==> src/rtl/lcd4_pkg.sv <==
// shared types, constants and the nibble sequence function for the 4-bit lcd sequencer
package lcd4_pkg;

   localparam int CMD_W       = 3;
   localparam int VALUE_W     = 8;
   localparam int ROW_W       = 3;
   localparam int NIB_W       = 4;
   localparam int PULSE_W     = 10;
   localparam int WAIT_W      = 14;
   localparam int BASE_W      = 7;
   localparam int ROWS        = 4;
   localparam int IDX_W       = 4;
   localparam int CSR_IDX_W   = 3;
   localparam int CSR_DATA_W  = 10;
   localparam int QUEUE_DEPTH = 2;

   // request command codes
   typedef enum logic [CMD_W-1:0] {
      CMD_INIT     = 3'd0,
      CMD_WR_CMD   = 3'd1,
      CMD_WR_DATA  = 3'd2,
      CMD_SET_POS  = 3'd3,
      CMD_GLYPH    = 3'd4
   } cmd_type;

   // configuration register indexes
   localparam logic [CSR_IDX_W-1:0] CSR_PULSE = 3'd0;
   localparam logic [CSR_IDX_W-1:0] CSR_ROW0  = 3'd1;
   localparam logic [CSR_IDX_W-1:0] CSR_ROW1  = 3'd2;
   localparam logic [CSR_IDX_W-1:0] CSR_ROW2  = 3'd3;
   localparam logic [CSR_IDX_W-1:0] CSR_ROW3  = 3'd4;

   // configuration reset values
   localparam logic [PULSE_W-1:0] PULSE_RESET = 10'd50;
   localparam logic [BASE_W-1:0]  ROW0_RESET  = 7'h00;
   localparam logic [BASE_W-1:0]  ROW1_RESET  = 7'h40;
   localparam logic [BASE_W-1:0]  ROW2_RESET  = 7'h14;
   localparam logic [BASE_W-1:0]  ROW3_RESET  = 7'h54;

   // instruction encodings
   localparam logic [VALUE_W-1:0] DDRAM_SET_BIT = 8'h80;
   localparam logic [1:0]         CGRAM_PREFIX  = 2'b01;

   // init sequence timing
   localparam logic [WAIT_W-1:0] WAIT_POWER_ON = 14'd15000;
   localparam logic [WAIT_W-1:0] WAIT_SECOND   = 14'd4000;
   localparam logic [WAIT_W-1:0] WAIT_THIRD    = 14'd100;
   localparam logic [WAIT_W-1:0] WAIT_STEP     = 14'd1000;
   localparam logic [IDX_W-1:0]  INIT_LAST_IDX = 4'd9;

   // one queued job between front and back
   typedef struct packed {
      logic               init;
      logic               rs;
      logic [VALUE_W-1:0] data;
   } entry_type;

   // one enable pulse description
   typedef struct packed {
      logic              rs;
      logic [NIB_W-1:0]  nibble;
      logic [WAIT_W-1:0] lead;
      logic [WAIT_W-1:0] after;
      logic              last;
   } nib_type;

   // nibble at position idx of a job
   function automatic nib_type make_nibble(entry_type job, logic [IDX_W-1:0] idx);
      nib_type n;
      n = '0;
      if (job.init) begin
         n.rs = 1'b0;
         case (idx)
            4'd0: begin
               n.nibble = 4'h3;
               n.lead   = WAIT_POWER_ON;
            end
            4'd1: begin
               n.nibble = 4'h3;
               n.lead   = WAIT_SECOND;
            end
            4'd2: begin
               n.nibble = 4'h3;
               n.lead   = WAIT_THIRD;
            end
            4'd3: begin
               n.nibble = 4'h2;
               n.lead   = WAIT_STEP;
            end
            // function set 0x28
            4'd4: begin
               n.nibble = 4'h2;
               n.lead   = WAIT_STEP;
            end
            4'd5: begin
               n.nibble = 4'h8;
            end
            // display on 0x0c
            4'd6: begin
               n.nibble = 4'h0;
               n.lead   = WAIT_STEP;
            end
            4'd7: begin
               n.nibble = 4'hC;
            end
            // entry mode 0x06
            4'd8: begin
               n.nibble = 4'h0;
               n.lead   = WAIT_STEP;
            end
            INIT_LAST_IDX: begin
               n.nibble = 4'h6;
               n.after  = WAIT_STEP;
               n.last   = 1'b1;
            end
            default: begin
               n = '0;
            end
         endcase
      end else begin
         n.rs = job.rs;
         if (idx == '0) begin
            n.nibble = job.data[VALUE_W-1:NIB_W];
         end else begin
            n.nibble = job.data[NIB_W-1:0];
            n.last   = 1'b1;
         end
      end
      return n;
   endfunction

endpackage

==> src/rtl/lcd4_queue.sv <==
// short job queue between the request front and the nibble back end
module lcd4_queue
   import lcd4_pkg::*;
#(
   parameter int Depth = QUEUE_DEPTH
) (
   input  logic      clock,
   input  logic      reset,
   input  logic      push,
   input  entry_type push_entry,
   input  logic      pop,
   output entry_type head,
   output logic      head_valid,
   output logic      full
);

   localparam int PtrW = (Depth > 1) ? $clog2(Depth) : 1;
   localparam int CntW = $clog2(Depth + 1);
   localparam logic [PtrW-1:0] PtrLast = PtrW'(Depth - 1);

   entry_type slot_ff [Depth];
   logic [PtrW-1:0] wr_ptr_ff, wr_ptr_in;
   logic [PtrW-1:0] rd_ptr_ff, rd_ptr_in;
   logic [CntW-1:0] count_ff, count_in;

   // pointer and fill count
   always_comb begin
      wr_ptr_in = wr_ptr_ff;
      rd_ptr_in = rd_ptr_ff;
      count_in  = count_ff;
      if (push) begin
         wr_ptr_in = (wr_ptr_ff == PtrLast) ? '0 : wr_ptr_ff + 1'b1;
      end
      if (pop) begin
         rd_ptr_in = (rd_ptr_ff == PtrLast) ? '0 : rd_ptr_ff + 1'b1;
      end
      if (push && !pop) begin
         count_in = count_ff + 1'b1;
      end else if (pop && !push) begin
         count_in = count_ff - 1'b1;
      end
   end

   always_ff @(posedge clock) begin
      if (reset) begin
         wr_ptr_ff <= '0;
         rd_ptr_ff <= '0;
         count_ff  <= '0;
      end else begin
         wr_ptr_ff <= wr_ptr_in;
         rd_ptr_ff <= rd_ptr_in;
         count_ff  <= count_in;
      end
   end

   // entry storage
   always_ff @(posedge clock) begin
      if (push) begin
         slot_ff[wr_ptr_ff] <= push_entry;
      end
   end

   assign head       = slot_ff[rd_ptr_ff];
   assign head_valid = (count_ff != '0);
   assign full       = (count_ff == CntW'(Depth));

   // no push into a full queue without a pop in the same cycle, no pop from an empty one
   a_no_overflow: assert property (@(posedge clock) disable iff (reset)
      !(push && full && !pop)) else $error("queue push while full");
   a_no_underflow: assert property (@(posedge clock) disable iff (reset)
      !(pop && !head_valid)) else $error("queue pop while empty");
   // fill count never passes the depth
   a_count_range: assert property (@(posedge clock) disable iff (reset)
      count_ff <= CntW'(Depth)) else $error("queue count out of range");

endmodule

==> src/rtl/lcd4_front.sv <==
// request front end: accepts requests and turns them into queued byte or init jobs
module lcd4_front
   import lcd4_pkg::*;
(
   input  logic                         req_valid,
   output logic                         req_ready,
   input  logic [CMD_W-1:0]             req_command,
   input  logic [VALUE_W-1:0]           req_value,
   input  logic [ROW_W-1:0]             req_row,
   input  logic [ROWS-1:0][BASE_W-1:0]  row_base,
   input  logic                         q_full,
   output logic                         push,
   output entry_type                    push_entry
);

   logic               accept;
   logic               known;
   logic [VALUE_W-1:0] base;
   logic [VALUE_W-1:0] pos_sum;

   assign req_ready = !q_full;
   assign accept    = req_valid && req_ready;

   // row base lookup, rows past the last fall back to zero
   always_comb begin
      if (req_row < ROW_W'(ROWS)) begin
         base = {1'b0, row_base[req_row[1:0]]};
      end else begin
         base = '0;
      end
      pos_sum = base + req_value;
   end

   // classify the request
   always_comb begin
      known      = 1'b1;
      push_entry = '0;
      case (req_command)
         CMD_INIT: begin
            push_entry.init = 1'b1;
         end
         CMD_WR_CMD: begin
            push_entry.data = req_value;
         end
         CMD_WR_DATA: begin
            push_entry.rs   = 1'b1;
            push_entry.data = req_value;
         end
         CMD_SET_POS: begin
            push_entry.data = pos_sum | DDRAM_SET_BIT;
         end
         CMD_GLYPH: begin
            push_entry.data = {CGRAM_PREFIX, req_value[2:0], 3'b000};
         end
         default: begin
            known = 1'b0;
         end
      endcase
   end

   // unknown commands are taken and dropped
   assign push = accept && known;

endmodule

==> src/rtl/lcd4_back.sv <==
// nibble back end: walks each queued job and drives one enable pulse per transaction
module lcd4_back
   import lcd4_pkg::*;
(
   input  logic                clock,
   input  logic                reset,
   input  logic                q_valid,
   input  entry_type           q_head,
   output logic                q_pop,
   input  logic [PULSE_W-1:0]  pulse_cfg,
   output logic                rsp_valid,
   input  logic                rsp_ready,
   output logic                rsp_rs,
   output logic [NIB_W-1:0]    rsp_nibble,
   output logic [PULSE_W-1:0]  rsp_pulse_us,
   output logic [WAIT_W-1:0]   rsp_wait_before_us,
   output logic [WAIT_W-1:0]   rsp_wait_after_us,
   output logic                rsp_last
);

   logic             active_ff, active_in;
   entry_type        cur_ff, cur_in;
   logic [IDX_W-1:0] idx_ff, idx_in;
   logic             rsp_valid_ff, rsp_valid_in;
   nib_type          out_ff, out_in;
   logic [PULSE_W-1:0] pulse_ff, pulse_in;

   entry_type        sel_entry;
   logic [IDX_W-1:0] sel_idx;
   logic             out_free;
   logic             emit;
   nib_type          nib;
   logic [PULSE_W-1:0] pulse_eff;

   // pick the running job, or start the queue head at its first nibble
   always_comb begin
      sel_entry = active_ff ? cur_ff : q_head;
      sel_idx   = active_ff ? idx_ff : '0;
      out_free  = !rsp_valid_ff || rsp_ready;
      emit      = out_free && (active_ff || q_valid);
      q_pop     = out_free && !active_ff && q_valid;
      nib       = make_nibble(sel_entry, sel_idx);
      pulse_eff = (pulse_cfg == '0) ? PULSE_W'(1) : pulse_cfg;
   end

   // job walker and output register
   always_comb begin
      active_in    = active_ff;
      cur_in       = cur_ff;
      idx_in       = idx_ff;
      out_in       = out_ff;
      pulse_in     = pulse_ff;
      rsp_valid_in = rsp_valid_ff;
      if (emit) begin
         active_in    = !nib.last;
         cur_in       = sel_entry;
         idx_in       = sel_idx + 1'b1;
         out_in       = nib;
         pulse_in     = pulse_eff;
         rsp_valid_in = 1'b1;
      end else if (rsp_ready) begin
         rsp_valid_in = 1'b0;
      end
   end

   always_ff @(posedge clock) begin
      if (reset) begin
         active_ff    <= 1'b0;
         idx_ff       <= '0;
         rsp_valid_ff <= 1'b0;
      end else begin
         active_ff    <= active_in;
         idx_ff       <= idx_in;
         rsp_valid_ff <= rsp_valid_in;
      end
   end

   always_ff @(posedge clock) begin
      cur_ff   <= cur_in;
      out_ff   <= out_in;
      pulse_ff <= pulse_in;
   end

   assign rsp_valid          = rsp_valid_ff;
   assign rsp_rs             = out_ff.rs;
   assign rsp_nibble         = out_ff.nibble;
   assign rsp_pulse_us       = pulse_ff;
   assign rsp_wait_before_us = out_ff.lead;
   assign rsp_wait_after_us  = out_ff.after;
   assign rsp_last           = out_ff.last;

   // a running job has already sent its first nibble
   a_active_idx: assert property (@(posedge clock) disable iff (reset)
      active_ff |-> (idx_ff != '0)) else $error("running job at first nibble");
   // a byte job is only ever left running before its low nibble
   a_byte_idx: assert property (@(posedge clock) disable iff (reset)
      (active_ff && !cur_ff.init) |-> (idx_ff == IDX_W'(1)))
      else $error("byte job past low nibble");
   // the final nibble closes the job
   a_last_closes: assert property (@(posedge clock) disable iff (reset)
      (emit && nib.last) |=> !active_ff) else $error("job still running after last");

endmodule

==> src/rtl/char_lcd_4bit_sequencer_core.sv <==
// top level of the 4-bit character lcd sequencer: config registers, front, queue, back
//
//  channel | direction | handshake             | payload
//  req     | in        | req_valid / req_ready | command, value, row
//  rsp     | out       | rsp_valid / rsp_ready | rs, nibble, pulse_us, wait_before_us,
//          |           |                       | wait_after_us, last
//  csr     | in        | csr_valid / csr_ready | csr_index, csr_wdata
//
// the back end puts out one nibble transaction per cycle unless rsp stalls or no job waits:
// bytes go high nibble first, init walks its sequence; the output register sets the rate.
// the front takes a request every cycle while the job queue has room.
// synchronous reset clears control state and loads the register defaults; no clearing pass.
// a stalled rsp holds the output register; the queue absorbs requests until full.
// csr_ready is always high; unknown commands and csr indexes are taken and ignored.
module char_lcd_4bit_sequencer_core
   import lcd4_pkg::*;
#(
   parameter int QueueDepth = QUEUE_DEPTH
) (
   input  logic                  clock,
   input  logic                  reset,
   input  logic                  req_valid,
   output logic                  req_ready,
   input  logic [CMD_W-1:0]      req_command,
   input  logic [VALUE_W-1:0]    req_value,
   input  logic [ROW_W-1:0]      req_row,
   output logic                  rsp_valid,
   input  logic                  rsp_ready,
   output logic                  rsp_rs,
   output logic [NIB_W-1:0]      rsp_nibble,
   output logic [PULSE_W-1:0]    rsp_pulse_us,
   output logic [WAIT_W-1:0]     rsp_wait_before_us,
   output logic [WAIT_W-1:0]     rsp_wait_after_us,
   output logic                  rsp_last,
   input  logic                  csr_valid,
   output logic                  csr_ready,
   input  logic [CSR_IDX_W-1:0]  csr_index,
   input  logic [CSR_DATA_W-1:0] csr_wdata
);

   logic [PULSE_W-1:0]            pulse_ff;
   logic [ROWS-1:0][BASE_W-1:0]   base_ff;

   logic      q_full;
   logic      q_push;
   entry_type q_push_entry;
   logic      q_pop;
   entry_type q_head;
   logic      q_valid;

   // configuration registers
   assign csr_ready = 1'b1;

   always_ff @(posedge clock) begin
      if (reset) begin
         pulse_ff   <= PULSE_RESET;
         base_ff[0] <= ROW0_RESET;
         base_ff[1] <= ROW1_RESET;
         base_ff[2] <= ROW2_RESET;
         base_ff[3] <= ROW3_RESET;
      end else if (csr_valid && csr_ready) begin
         case (csr_index)
            CSR_PULSE: pulse_ff   <= csr_wdata[PULSE_W-1:0];
            CSR_ROW0:  base_ff[0] <= csr_wdata[BASE_W-1:0];
            CSR_ROW1:  base_ff[1] <= csr_wdata[BASE_W-1:0];
            CSR_ROW2:  base_ff[2] <= csr_wdata[BASE_W-1:0];
            CSR_ROW3:  base_ff[3] <= csr_wdata[BASE_W-1:0];
            default: begin
            end
         endcase
      end
   end

   // request classification
   lcd4_front u_front (
      .req_valid  (req_valid),
      .req_ready  (req_ready),
      .req_command(req_command),
      .req_value  (req_value),
      .req_row    (req_row),
      .row_base   (base_ff),
      .q_full     (q_full),
      .push       (q_push),
      .push_entry (q_push_entry)
   );

   // job queue
   lcd4_queue #(
      .Depth(QueueDepth)
   ) u_queue (
      .clock     (clock),
      .reset     (reset),
      .push      (q_push),
      .push_entry(q_push_entry),
      .pop       (q_pop),
      .head      (q_head),
      .head_valid(q_valid),
      .full      (q_full)
   );

   // nibble sequencing
   lcd4_back u_back (
      .clock             (clock),
      .reset             (reset),
      .q_valid           (q_valid),
      .q_head            (q_head),
      .q_pop             (q_pop),
      .pulse_cfg         (pulse_ff),
      .rsp_valid         (rsp_valid),
      .rsp_ready         (rsp_ready),
      .rsp_rs            (rsp_rs),
      .rsp_nibble        (rsp_nibble),
      .rsp_pulse_us      (rsp_pulse_us),
      .rsp_wait_before_us(rsp_wait_before_us),
      .rsp_wait_after_us (rsp_wait_after_us),
      .rsp_last          (rsp_last)
   );

endmodule
==> config.mk <==
export PLATFORM = sky130hd
export DESIGN_NAME = char_lcd_4bit_sequencer_core
export DESIGN_NICKNAME = d
export VERILOG_FILES = /design/src/rtl/lcd4_pkg.sv /design/src/rtl/lcd4_queue.sv /design/src/rtl/lcd4_front.sv /design/src/rtl/lcd4_back.sv /design/src/rtl/char_lcd_4bit_sequencer_core.sv
export SDC_FILE = /design/constraint.sdc
export NUM_CORES = 1
export LEC_CHECK = 0
export BUFFER_PORTS_ARGS = -buffer_cell sky130_fd_sc_hd__buf_4
export CORE_ASPECT_RATIO = 0.8
export CORE_UTILIZATION = 56
export DETAILED_ROUTE_END_ITERATION = 10
export PLACE_DENSITY = 0.88
export SETUP_SLACK_MARGIN = 0.05
export SLEW_MARGIN = 20
export SYNTH_ARGS = -nofsm -noshare
export SYNTH_HDL_FRONTEND = slang
export SYNTH_SLANG_ARGS = --single-unit
==> constraint.sdc <==
create_clock -name clock -period 3.8 [get_ports clock]
set_clock_uncertainty 0.05 [all_clocks]
set_input_delay 0.76 -clock clock [delete_from_list [all_inputs] [get_ports clock]]
set_output_delay 0.76 -clock clock [all_outputs]
set_load 0.01 [all_outputs]
[Word level (Yosys, flattened, before mapping)]
Memory sizes are Yosys's and may differ from the RTL's. A register that Yosys moved wholly into a read port is not among the register bits.
Cells that the tools add are included.
Cells by class
  $add $sub $neg: 6
  $lt $le $gt $ge: 2
  equal/unequal tests: 18
  muxes and demuxes: 26
  reduce and logical (&&, ||, !) cells: 32
Operators with widths (number)
  $pmux W14 S4: 1
  $pmux W8 S3: 1
  $pmux W4 S5: 1
  $eq A4 B3 Y1 const B: 4
  $bmux W7 S2: 1
  $mux W7: 2
  $mux W1: 13
  $eq A3 B2 Y1 const B: 4
  $mux W4: 3
  $mux W11: 1
  $logic_not A10 Y1: 1
  $mux W10: 1
  $reduce_and A2 Y1: 5
  $eq A4 B2 Y1 const B: 2
  $eq A4 B4 Y1 const B: 2
  $add A7 B7 Y7: 1
  $logic_and A1 B1 Y1: 7
  $eq A3 B1 Y1 const B: 2
  $eq A3 B3 Y1 const B: 2
  $logic_not A1 Y1: 6
  $logic_not A3 Y1: 2
  $reduce_bool A2 Y1: 3
  $reduce_or A5 Y1: 1
  $add A4 B1 Y4 const B: 1
  13 further kinds: 17
Storage, ports and cells
  flip-flop bits (word level): 102
  RAM bits: 20
  input port bits: 32
  output and inout port bits: 47
  word-level logic and storage cells: 105
  memories: 1
Memory list
  u_queue.slot_ff: words 2, width 10, read ports 1, clocked after Yosys merged registers in 1, write ports 1, line lcd4_queue.sv:21  | entry_type slot_ff [Depth];

[Longest topological paths before layout]
  depth in word-level cells: 8
  gate-level depth with buffers: 12
  mapped depth without buffers: 11

[By module]
Synthesis repeated with hierarchy kept, for this count alone.
Unflattened totals
  cells, all modules: 470
  area total of the unflattened synthesis: 5288.8 um2
By module, submodules not included
  lcd4_back: instances 1, cells an instance 172, area each 2024.4 um2, seq. area each 1201.2 um2
  char_lcd_4bit_sequencer_core: instances 1, cells an instance 148, area each 1570.3 um2, seq. area each 760.7 um2
  lcd4_queue: instances 1, cells an instance 53, area each 928.4 um2, seq. area each 700.7 um2
  lcd4_front: instances 1, cells an instance 97, area each 765.7 um2, seq. area each 0.0 um2

[Worst setup path before layout]
Ideal clock, no wire load.
  kind: input-to-reg
  start: input port req_row[0]
  end: memory u_queue.slot_ff[0][5] in the netlist's numbering, data pin
  data arrival time: 2872 ps
  required time: 3595 ps
  slack: 723 ps
  stages: 10
  buffers on the path: 1
  cell sequence: buf_2 mux4_2 nor2b_1 ha_1 a21o_1 a21oi_1 nor2b_1 or4b_1 o31a_1 o21ai_1
RTL lines
  from (decl): line char_lcd_4bit_sequencer_core.sv:26  | input logic [ROW_W-1:0] req_row,
  to (decl): line lcd4_queue.sv:21

==> run summary <==
The finished layout holds 637 standard cells, fillers aside. The switching fraction of total power was 0.315. The share of synthesized area spent on multiplexers works out to 0.0992. The most used flip-flop cell after synthesis is sky130_fd_sc_hd__edfxtp_1. The combinational group share of total power came out at 0.307. The wire-length estimate of the detail-placed layout is 6840 um. The cell area after synthesis is 0.00498 mm2. The run gives 0.423 as the worst slew margin relative to its limit. After synthesis, the largest family of logic cells by area is simple AND/OR/NAND/NOR gates.

The clock-pin slew of the registers on the worst-case setup and hold paths was 0.09 ns; the detail-routed net length per standard cell was 14.9 um. The height of the die was 86.3 um; the simple-gate share of the synthesized area was 0.163. Measured along the x axis, the die boundary spans 107 um. The tool flagged a number of max-cap violations equal to 0.

In the post-synthesis netlist, the cell with the most instances is sky130_fd_sc_hd__nand2_1. The tools report the part of the Yosys area used for sequential elements as 0.535. The count of nets left with antenna violations once routing finished came out at 0. The proportion of layout cells with a drive suffix above 1 came out at 0.198.

TritonCTS built the clock tree. For the number of rows in the core area, the log shows 30. The tools report the share of power burned in registers as 0.490.

In the post-synthesis netlist, the biggest area contributors are sky130_fd_sc_hd__edfxtp_1, sky130_fd_sc_hd__dfxtp_1, sky130_fd_sc_hd__mux2i_1, sky130_fd_sc_hd__nand2_1, sky130_fd_sc_hd__a21oi_1. Summed over all cells, the static leakage comes to 0.00217 uW. Ranked by instance count, the synthesized netlist is headed by sky130_fd_sc_hd__nand2_1, sky130_fd_sc_hd__edfxtp_1, sky130_fd_sc_hd__dfxtp_1. The run gives 0.582 as the initial cell density of the core. The area share of the leading cell type in the synthesized netlist was 0.338. For the number of endpoints with negative hold slack in the final report, the log shows 0.

Summed over all instances, the cell type with the most area after synthesis is sky130_fd_sc_hd__edfxtp_1. The largest net degree at the start of global routing is 50. For the number of H-tree branching levels, the log shows 3. At the end of the flow, the number of nets in the layout was 564. In this run, placement finished with an instance count of 621. The run gives 0 as the count of final max-slew check failures.

The design draws 3400 uW. For the worst setup path, the data required time is 3.96 ns. The worst setup path is launched from an input pin. The worst-case IR drop observed on VDD is 0.000355 V. The routed design has 9520 um of wire. The sequential cells in the finished layout cover a total of 0.00266 mm2. For this run, the number of Yosys warnings is 0.

For this design the ratio of total power to cell area is 607 mW/mm2. The post-synthesis xor/xnor area fraction is 0.0123. Internal power comes to 2330 uW.

After detailed routing, the number of remaining DRC violations is 0. Tracing the worst setup path back leads to its startpoint at req_row[0]. Summing all multi-input logic gate instances after layout gives 0.00203 mm2. Routability-driven placement finished with a final weighted congestion of 0.812.

The final clock period utilization by the worst path came out at 0.741. The tools report the count of pins on the block boundary as 79. The detailed router placed 3,493 vias in this run.

After clock tree synthesis, the setup repair step added 0 buffers. STA classifies the critical path endpoint as a flop. Averaged over all synthesized cells, the footprint is 10.4 um2.

After clock tree synthesis, the repair step resized 0 gates. Derived from the worst setup path, the maximum achievable clock frequency is 355 MHz. The number of hold buffers added after CTS was 0; the average vias per placed instance was 5.48. In this run, synthesis produced a sequential element count of 105.

The first-pass GRT wire length came out at 15,400 um. The via count of the first global-routing pass came out at 3,275. The maximum fanout along the worst path is 8, and the synthesized instance count is 479. At the worst endpoint, the arrival time is 2.97 ns. The worst hold path belongs to the class flop to flop.

The net switching power figure is 1070 uW. For this run the aggregate overflow at the end of global routing stands at 0. The clock network fraction of total power came out at 0.203.

Setup total negative slack on the finished layout was measured at 0 ns. The tools report the later-pin clock latency in the skew report as 0.37 ns. The run gives 0 as the number of antenna violations at the first check in global routing. The tools report the reg-to-reg startpoint as base_ff[1].

The count of clock tree sinks was 105. For the number of iterations in the first detailed-routing pass, the log shows 5. Setup repair after global routing left no endpoint under its margin. The routed design could run at a clock period as short as 2.82 ns.

The tools report the total global routing track utilization as 0.219. The run finished with clean final reports. Relative to the synthesized area, the layout overhead comes to 12.6%. For the pin with the worst max-slew slack, the measured transition is 0.863 ns. The post-synthesis share of cell area spent on full adders, half adders and majority gates was 0.0317; the core area was 0.00856 mm2. During placement, the flow inserted port buffers numbering 67.

The distinct cell type count of the synthesized netlist was 54; the total clock buffers created by CTS was 9. The filler cells instantiated in the layout total 672. In this run the most critical hold path is launched from pulse_ff[9]. The critical path is of the input pin to flop type. The share of synthesized flip-flops with an asynchronous set or reset came out at 0.

The logs give 0 for the number of diodes added for antenna fixing and 2 for the buffer levels on the longest clock path. Setup violations remaining at the end of the flow were counted as 0. The cell at the root of the clock tree was sky130_fd_sc_hd__clkbuf_8.

The final hold slack was 0.415 ns; the detailed router's first-iteration violation count was 149. The die covers 0.00928 mm2. Yosys mapped a number of flops with a built-in enable equal to 56.

The complex-gate fraction of the synthesized area is 0.0935.
[power groups by stage]
stage | Sequential [uW] | Combinational, uW | Clock (uW)
floorplan | 1730 | 624 | 0
global placement | 1680 | 1020 | 0
detailed placement | 1700 | 1050 | 0
CTS | 1670 | 1050 | 707
global route | 1700 | 1160 | 744
finish | 1670 | 1050 | 691
[cells in the final DEF (no fill, tap or decap), drive strengths merged, types with 5 or more instances in the layout]
cell type   n
mux2i      32
clkbuf     12
a21oi      31
mux4        6
nand3      10
nand2      74
nor2b      14
dfxtp      49
buf        70
nand2b      5
ha         11
inv        13
nor3        7
nor2       40
nand3b      8
o21ai      21
conb       11
edfxtp     56
[metal layers]
layer,global-route usage,vias to the layer above,share of wire
met5,0,-,0
met4,0.0598,0,0.012
met3,0.0534,14,0.066
met2,0.379,133,0.50
met1,0.275,1636,0.42
li1,-,1710,-
[worst paths after layout]
| path | cells after the start | slack, ns | to |
|---|---|---|---|
| worst max-delay path | 10 | 0.98 | u_queue.slot_ff[1][5] |
| worst min-delay path | 0 | 0.42 | u_back.rsp_pulse_us[9] |
| worst max register to register | 11 | 1.20 | u_queue.slot_ff[1][5] |
| worst min register to register | 0 | 0.42 | u_back.rsp_pulse_us[9] |
[registers in the layout, indices dropped and copies added (netlist names), named ones only]
register,count
base_ff,28
u_queue.slot_ff,20
pulse_ff,10
u_back.cur_ff,10
u_back.rsp_pulse_us,10
u_back.rsp_wait_before_us,9
u_back.idx_ff,4
u_back.rsp_nibble,4
u_queue.count_ff,2
u_back.active_ff,1
u_back.rsp_last,1
u_back.rsp_rs,1
u_back.rsp_valid,1
u_back.rsp_wait_after_us,1
u_queue.rd_ptr_ff,1
u_queue.wr_ptr_ff,1
[critical path: stages]
cell,delay [ns]
sky130_fd_sc_hd__buf_4,0.15
sky130_fd_sc_hd__mux4_2,0.50
sky130_fd_sc_hd__nor2b_1,0.15
sky130_fd_sc_hd__ha_1,0.20
sky130_fd_sc_hd__a21o_1,0.16
sky130_fd_sc_hd__a21oi_1,0.22
sky130_fd_sc_hd__nor2b_1,0.09
sky130_fd_sc_hd__or4b_1,0.48
sky130_fd_sc_hd__o31a_1,0.12
sky130_fd_sc_hd__o21ai_1,0.14
[through the flow]
stage	util	setup slack, ns	area (um2)
finish	0.655	0.984	5610
global route	0.655	0.818	5610
CTS	0.655	1.00	5610
detailed placement	0.632	0.610	5410
global placement	0.632	0.696	5410
floorplan	-	0.723	5010
[cell families (layout without fill, tap and decap cells)]
group                      Yosys count  in the layout
muxes                               40             40
AOI/OAI and AO/OA                   78             78
other                                2             11
xor gates and xnor gates             7              7
buffers and inverters               62             99
DFF                                105            105
adders and majority gates           12             12
and+or+nand+nor                    173            173
[final cells by class]
type	instances	share of cell area
Clock inverter	4	0.00960
Inverter	13	0.00870
Sequential cell	105	0.475
Tap cell	112	0.0250
Clock buffer	12	0.0259
Timing Repair Buffer	70	0.0937
Multi-Input combinational cell	321	0.362
(Power assumes the default switching activity.)
